[src/rtl/pob_pkg.sv]
// shared types, constants and the divide-by-255 helper for the alpha over blend
// no dependencies; used by every module of the block
package pob_pkg;

  typedef logic [7:0]  chan_t;
  typedef logic [15:0] prod_t;

  localparam chan_t CH_MAX     = 8'd255;
  localparam prod_t ROUND_BIAS = 16'd127;
  localparam int    NUM_CH     = 4;
  localparam int    ALPHA_CH   = 3;

  // input transfer: premultiplied source and destination pixels
  typedef struct packed {
    chan_t src_red;
    chan_t src_green;
    chan_t src_blue;
    chan_t src_alpha;
    chan_t dst_red;
    chan_t dst_green;
    chan_t dst_blue;
    chan_t dst_alpha;
  } pob_in_t;

  // result transfer: blended pixel and overwrite flag
  typedef struct packed {
    chan_t out_red;
    chan_t out_green;
    chan_t out_blue;
    chan_t out_alpha;
    logic  changed;
  } pob_out_t;

  // scaled source handed from the scale half to the blend half
  typedef struct packed {
    chan_t [NUM_CH-1:0] src;
    chan_t [NUM_CH-1:0] dst;
    chan_t              inv;
    logic               sa_zero;
  } pob_scaled_t;

  // floor(v / 255) for v below 65280 via (v + 1 + (v >> 8)) >> 8
  function automatic chan_t div255(input prod_t v);
    logic [16:0] t;
    t = {1'b0, v} + 17'd1 + {9'b0, v[15:8]};
    return t[15:8];
  endfunction

endpackage

[src/rtl/pob_scale.sv]
// source opacity scaling: multiply stage then divide-by-255 stage
// depends on pob_pkg
module pob_scale (
  input  logic                 clk,
  input  logic                 rst_n,
  input  logic                 up_valid,
  output logic                 up_ready,
  input  pob_pkg::pob_in_t     up_pix,
  input  pob_pkg::chan_t       opacity,
  output logic                 dn_valid,
  input  logic                 dn_ready,
  output pob_pkg::pob_scaled_t dn_data
);
  import pob_pkg::*;

  chan_t [NUM_CH-1:0] src_in;
  chan_t [NUM_CH-1:0] dst_in;

  logic               v1_r;
  prod_t [NUM_CH-1:0] prod1_r;
  prod_t [NUM_CH-1:0] prod1_nxt;
  chan_t [NUM_CH-1:0] dst1_r;

  logic               v2_r;
  pob_scaled_t        data2_r;
  pob_scaled_t        data2_nxt;
  logic               s2_ready;

  // unpack the input transfer into channel arrays
  assign src_in = {up_pix.src_alpha, up_pix.src_blue, up_pix.src_green, up_pix.src_red};
  assign dst_in = {up_pix.dst_alpha, up_pix.dst_blue, up_pix.dst_green, up_pix.dst_red};

  // stage ready chain
  assign s2_ready = !v2_r || dn_ready;
  assign up_ready = !v1_r || s2_ready;

  // stage 1: source times opacity plus rounding bias
  always_comb begin
    for (int i = 0; i < NUM_CH; i++) begin
      prod1_nxt[i] = prod_t'(src_in[i]) * prod_t'(opacity) + ROUND_BIAS;
    end
  end

  always_ff @(posedge clk) begin
    if (!rst_n) begin
      v1_r <= 1'b0;
    end else if (up_ready) begin
      v1_r <= up_valid;
    end
  end

  always_ff @(posedge clk) begin
    if (up_valid && up_ready) begin
      prod1_r <= prod1_nxt;
      dst1_r  <= dst_in;
    end
  end

  // stage 2: divide by 255, form inverse alpha and the transparent flag
  always_comb begin
    for (int i = 0; i < NUM_CH; i++) begin
      data2_nxt.src[i] = div255(prod1_r[i]);
    end
    data2_nxt.dst     = dst1_r;
    data2_nxt.inv     = CH_MAX - data2_nxt.src[ALPHA_CH];
    data2_nxt.sa_zero = (data2_nxt.src[ALPHA_CH] == 8'd0);
  end

  always_ff @(posedge clk) begin
    if (!rst_n) begin
      v2_r <= 1'b0;
    end else if (s2_ready) begin
      v2_r <= v1_r;
    end
  end

  always_ff @(posedge clk) begin
    if (v1_r && s2_ready) begin
      data2_r <= data2_nxt;
    end
  end

  assign dn_valid = v2_r;
  assign dn_data  = data2_r;

endmodule

[src/rtl/pob_blend.sv]
// destination weighting and final sum: multiply stage then divide, add, saturate
// depends on pob_pkg
module pob_blend (
  input  logic                 clk,
  input  logic                 rst_n,
  input  logic                 up_valid,
  output logic                 up_ready,
  input  pob_pkg::pob_scaled_t up_data,
  output logic                 dn_valid,
  input  logic                 dn_ready,
  output pob_pkg::pob_out_t    dn_pix
);
  import pob_pkg::*;

  logic               v3_r;
  prod_t [NUM_CH-1:0] prod3_r;
  prod_t [NUM_CH-1:0] prod3_nxt;
  chan_t [NUM_CH-1:0] src3_r;
  chan_t [NUM_CH-1:0] dst3_r;
  logic               zero3_r;

  logic               v4_r;
  pob_out_t           pix4_r;
  pob_out_t           pix4_nxt;
  chan_t [NUM_CH-1:0] res;
  logic  [8:0]        sum;
  logic               s4_ready;

  // stage ready chain
  assign s4_ready = !v4_r || dn_ready;
  assign up_ready = !v3_r || s4_ready;

  // stage 3: destination times inverse source alpha plus rounding bias
  always_comb begin
    for (int i = 0; i < NUM_CH; i++) begin
      prod3_nxt[i] = prod_t'(up_data.dst[i]) * prod_t'(up_data.inv) + ROUND_BIAS;
    end
  end

  always_ff @(posedge clk) begin
    if (!rst_n) begin
      v3_r <= 1'b0;
    end else if (up_ready) begin
      v3_r <= up_valid;
    end
  end

  always_ff @(posedge clk) begin
    if (up_valid && up_ready) begin
      prod3_r <= prod3_nxt;
      src3_r  <= up_data.src;
      dst3_r  <= up_data.dst;
      zero3_r <= up_data.sa_zero;
    end
  end

  // stage 4: divide by 255, add source, saturate; transparent source passes dst
  always_comb begin
    sum = 9'd0;
    for (int i = 0; i < NUM_CH; i++) begin
      sum    = {1'b0, src3_r[i]} + {1'b0, div255(prod3_r[i])};
      res[i] = sum[8] ? CH_MAX : sum[7:0];
      if (zero3_r) begin
        res[i] = dst3_r[i];
      end
    end
    pix4_nxt.out_red   = res[0];
    pix4_nxt.out_green = res[1];
    pix4_nxt.out_blue  = res[2];
    pix4_nxt.out_alpha = res[3];
    pix4_nxt.changed   = !zero3_r;
  end

  always_ff @(posedge clk) begin
    if (!rst_n) begin
      v4_r <= 1'b0;
    end else if (s4_ready) begin
      v4_r <= v3_r;
    end
  end

  always_ff @(posedge clk) begin
    if (v3_r && s4_ready) begin
      pix4_r <= pix4_nxt;
    end
  end

  assign dn_valid = v4_r;
  assign dn_pix   = pix4_r;

endmodule

[src/rtl/premultiplied_alpha_over_blend.sv]
// throughput: one pixel per clock while out_stall is low, set by the four register
//   stages (source multiply, divide by 255, destination multiply,
//   divide/add/saturate), each taking a new pixel
// reset: synchronous active-low rst_n clears all stage valid bits and sets opacity to 255
// top level of the premultiplied alpha over blend; depends on pob_pkg, pob_scale, pob_blend
module premultiplied_alpha_over_blend (
  input  logic              clk,
  input  logic              rst_n,
  input  logic              in_valid,
  output logic              in_stall,
  input  pob_pkg::pob_in_t  in_pix,
  output logic              out_valid,
  input  logic              out_stall,
  output pob_pkg::pob_out_t out_pix,
  input  logic              cfg_valid,
  output logic              cfg_ready,
  input  pob_pkg::chan_t    cfg_data
);
  import pob_pkg::*;

  chan_t       opacity_r;
  logic        in_ready;
  logic        mid_valid;
  logic        mid_ready;
  pob_scaled_t mid_data;

  // opacity register, always writable
  assign cfg_ready = 1'b1;

  always_ff @(posedge clk) begin
    if (!rst_n) begin
      opacity_r <= CH_MAX;
    end else if (cfg_valid && cfg_ready) begin
      opacity_r <= cfg_data;
    end
  end

  // source scaling half
  pob_scale u_scale (
    .clk      (clk),
    .rst_n    (rst_n),
    .up_valid (in_valid),
    .up_ready (in_ready),
    .up_pix   (in_pix),
    .opacity  (opacity_r),
    .dn_valid (mid_valid),
    .dn_ready (mid_ready),
    .dn_data  (mid_data)
  );

  // blend half with output register
  pob_blend u_blend (
    .clk      (clk),
    .rst_n    (rst_n),
    .up_valid (mid_valid),
    .up_ready (mid_ready),
    .up_data  (mid_data),
    .dn_valid (out_valid),
    .dn_ready (!out_stall),
    .dn_pix   (out_pix)
  );

  assign in_stall = !in_ready;

endmodule

[config.mk]
export PLATFORM = sky130hd
export DESIGN_NAME = premultiplied_alpha_over_blend
export DESIGN_NICKNAME = d
export VERILOG_FILES = /design/src/rtl/pob_pkg.sv /design/src/rtl/pob_scale.sv /design/src/rtl/pob_blend.sv /design/src/rtl/premultiplied_alpha_over_blend.sv
export SDC_FILE = /design/constraint.sdc
export NUM_CORES = 2
export LEC_CHECK = 0
export ABC_CLOCK_PERIOD_IN_PS = 8950
export BUFFER_PORTS_ARGS = -buffer_cell sky130_fd_sc_hd__buf_2
export CORE_MARGIN = 4
export CORE_UTILIZATION = 65
export DETAILED_ROUTE_END_ITERATION = 7
export PLACE_DENSITY_LB_ADDON = 0.15
export SLEW_MARGIN = 15
export SYNTH_ARGS = -nofsm -noshare
export SYNTH_HDL_FRONTEND = slang
export SYNTH_SLANG_ARGS = --single-unit
[constraint.sdc]
create_clock -name clk -period 8.95 [get_ports clk]
set_input_delay 1.79 -clock clk [delete_from_list [all_inputs] [get_ports clk]]
set_output_delay 1.79 -clock clk [all_outputs]
set_load 0.1 [all_outputs]
==> qor.yml <==
status: "complete, no violations"
async_reset_ff_frac: 0
drc_errors: 0
drt_iter0_markers: 1059
post-synth-top-area-cell: "edfxtp_1"
drv_slew: 0
post_cts_buffers: 0
vias: 21100
hold_path_class: "register to register"
area_growth_pct: 8.61
fin_area_um2: 34600
syn_inst: 2954
slew_headroom: 0.207
clock_skew_ns: 0.0196
tns_ns: 0
ios: 113
grt_max_degree: 74
routedWlPerCell_um: 17.2
path_class: "primary input to register"
final_net_count: 3849
die_h_um: 230
gr-total-overflow: 0
io_buffer_count: 111
grt_usage: 0.254
postCtsResizedCells: 0
final.fill_count: 3472
start_kind: "primary input"
grt_pass1_wl_um: 110000
cp.arrival_ns: 5.70
combPwrFrac: 0.669
clock_sinks: 343
synth_top_area_frac: 0.312
cpMostUsedCell: "fa_1"
ys_seq_area_frac: 0.319
drt-vias-per-instance: 5.63
critPathSlowestCell: "fa_1"
syn_area_um2: 31900
worst_slew_pin_slew_ns: 1.19
hold_violations: 0
finalPower_uw: 14300
clk_pin_slew_ns: 0.05
place_area_um2: 33200
cts_hold_repair.buffers: 0
die_area_um2: 52700
grt_setup_unrepaired: "false"
clk_path_buf_depth: 3
maxCapViolCount: 0
antenna_found_initial: 1
antenna_left: 0
required_ns: 9.24
p_int_uw: 8050
die_x_um: 230
wirelength_um: 64800
tritoncts: "yes"
max_clock_freq_mhz: 185
slowest_delay_ns: 0.54
cts-root-buf: "clkbuf_16"
grt_pass1_vias: 22900
start_util: 0.663
drive_above_1_share: 0.0755
synth.area.top_cells: "edfxtp_1 (31%), fa_1 (21%), ha_1 (14%), inv_1 (6.0%), and2_1 (5.8%)"
place.gp.congestion: 0.895
synth-edff-count: 331
clkLatencyLatePin_ns: 0.56
endpoint_kind: "register"
syn_area_per_cell_um2: 10.8
synth_warnings: 0
pwr-share-clk: 0.120
syn_nets: 3731
rows: 80
htreeDepth: 2
switching_share: 0.435
layout_worst_path_cycle_share: 0.605
ys_types: 69
ys_ff_latch: 343
cellLeakagePower_uw: 0.0162
cts_buffers: 40
place_hpwl_um: 49200
seqPwrFrac: 0.211
fin_crit_ns: 5.41
core-area_um2: 48100
synth_common_cells: "inv_1 (509), ha_1 (360), fa_1 (340)"
setup_viol: 0
firstDrtPassIters: 5
powerDensity_nw_per_um2: 412
antenna_cells: 0
yosysMostFrequentCell: "inv_1"
crit_path_max_fanout: 8
yosys_most_used_dff: "edfxtp_1"
critical_path.cell_chain: "buf_2, nand2_1, fa_1, fa_1, inv_1, fa_1, inv_1, fa_1, inv_1, ha_1, or2_2, a21oi_1, nor2_1, a41o_1, o41ai_2, xnor2_1"
peakVddDrop_mv: 0.292
netSwitchingPower_uw: 6210
[registers in the layout (all words and copies together) (netlist names)]
| signal | flops |
|---|---|
| u_scale.dn_valid | 1 |
| u_scale.dn_data | 73 |
| u_blend.prod3_r | 64 |
| u_blend.v3_r | 1 |
| u_blend.dn_pix | 33 |
| u_blend.src3_r | 32 |
| u_scale.prod1_r | 64 |
| u_scale.data2_nxt | 32 |
| u_blend.dn_valid | 1 |
| u_blend.dst3_r | 32 |
| u_scale.v1_r | 1 |
| u_blend.zero3_r | 1 |
| opacity_r | 8 |
[worst max-delay path, delay by kind of cell]
kind            cells  cell delay [ns]
xor+xnor            1             0.10
fa+ha+maj           5             2.33
simple gates        3             0.46
buf+inv             4             0.30
compound gates      3             0.72
[power by group through the flow]
| stage | clock [uW] | sequential [uW] | combinational [uW] |
|---|---|---|---|
| after floorplan | 0 | 2960 | 7590 |
| after global placement | 0 | 3020 | 9090 |
| after detailed placement | 0 | 3040 | 9460 |
| after CTS | 1740 | 3010 | 9590 |
| after global routing | 1810 | 3050 | 11000 |
| final | 1710 | 3010 | 9550 |
[path summary, 6_finish.rpt]
kind,from,endpoint,slack [ns],cells past startpoint
worst max-delay path,in_pix[44],u_scale.prod1_r[46]$_DFFE_PP_,3.54,16
worst max register to register,u_scale.dn_data[5]$_DFFE_PP_,u_blend.prod3_r[63]$_DFFE_PP_,3.80,16
worst min register to register,u_scale.data2_nxt[11]$_DFFE_PP_,u_scale.dn_data[11]$_DFFE_PP_,0.42,0
worst min-delay path,u_scale.data2_nxt[11]$_DFFE_PP_,u_scale.dn_data[11]$_DFFE_PP_,0.42,0
[per-layer routing]
layer,vias to the layer above,track usage,routed length (um)
li1,9904,-,-
met1,10500,0.331,27300
met2,579,0.440,32000
met3,138,0.0415,3580
met4,2,0.0778,1920
met5,-,0,13
[per-stage QoR]
stage | utilization | setup slack, ns | std cells | hold WS [ns]
detailed placement | 0.691 | 2.97 | 3684 | 0.405
floorplan | - | 0.605 | 2954 | 0.400
finish | 0.720 | 3.54 | 3756 | 0.418
CTS | 0.719 | 3.55 | 3754 | 0.417
global placement | 0.691 | 3.08 | 3684 | 0.402
global route | 0.720 | 3.31 | 3756 | 0.419
[logic make-up (layout without fill, tap and decap cells)]
logic type               after synthesis  in the layout  share of synthesized area
AO/OA/AOI/OAI                        352            352                     0.0768
XOR/XNOR                             179            179                     0.0491
adder cells (fa/ha/maj)              700            700                      0.355
buffers and inverters                567            713                     0.0668
flip-flops                           343            343                      0.319
multiplexers                          14             14                    0.00439
other                                  1              1                   0.000118
AND/OR/NAND/NOR                      798            798                      0.129
[layout by cell type (no fill, tap or decap), types with 11 or more instances in the layout]
cell / instances
inv_1: 509
ha_1: 360
fa_1: 340
edfxtp_1: 331
and2_1: 295
nand2_1: 283
xnor2_1: 122
buf_2: 111
a21oi_1: 92
nor2_1: 76
xor2_1: 57
o21a_1: 55
o21ai_0: 51
clkbuf_16: 41
a21o_1: 33
a2bb2oi_1: 28
nor2b_1: 26
nor3_1: 22
buf_4: 20
nand3_1: 19
mux2i_1: 14
dfxtp_1: 12
nand2b_1: 11
[final cells by class]
| type | instances | area, um2 | share of cell area |
|---|---|---|---|
| Clock inverter | 24 | 322 | 0.00928 |
| Timing Repair Buffer | 133 | 741 | 0.0214 |
| Tap cell | 656 | 821 | 0.0237 |
| Sequential cell | 343 | 10200 | 0.294 |
| Clock buffer | 46 | 1040 | 0.0302 |
| Inverter | 510 | 1910 | 0.0552 |
| Multi-Input combinational cell | 2044 | 19600 | 0.566 |
Power figures use the tool's default switching activity.
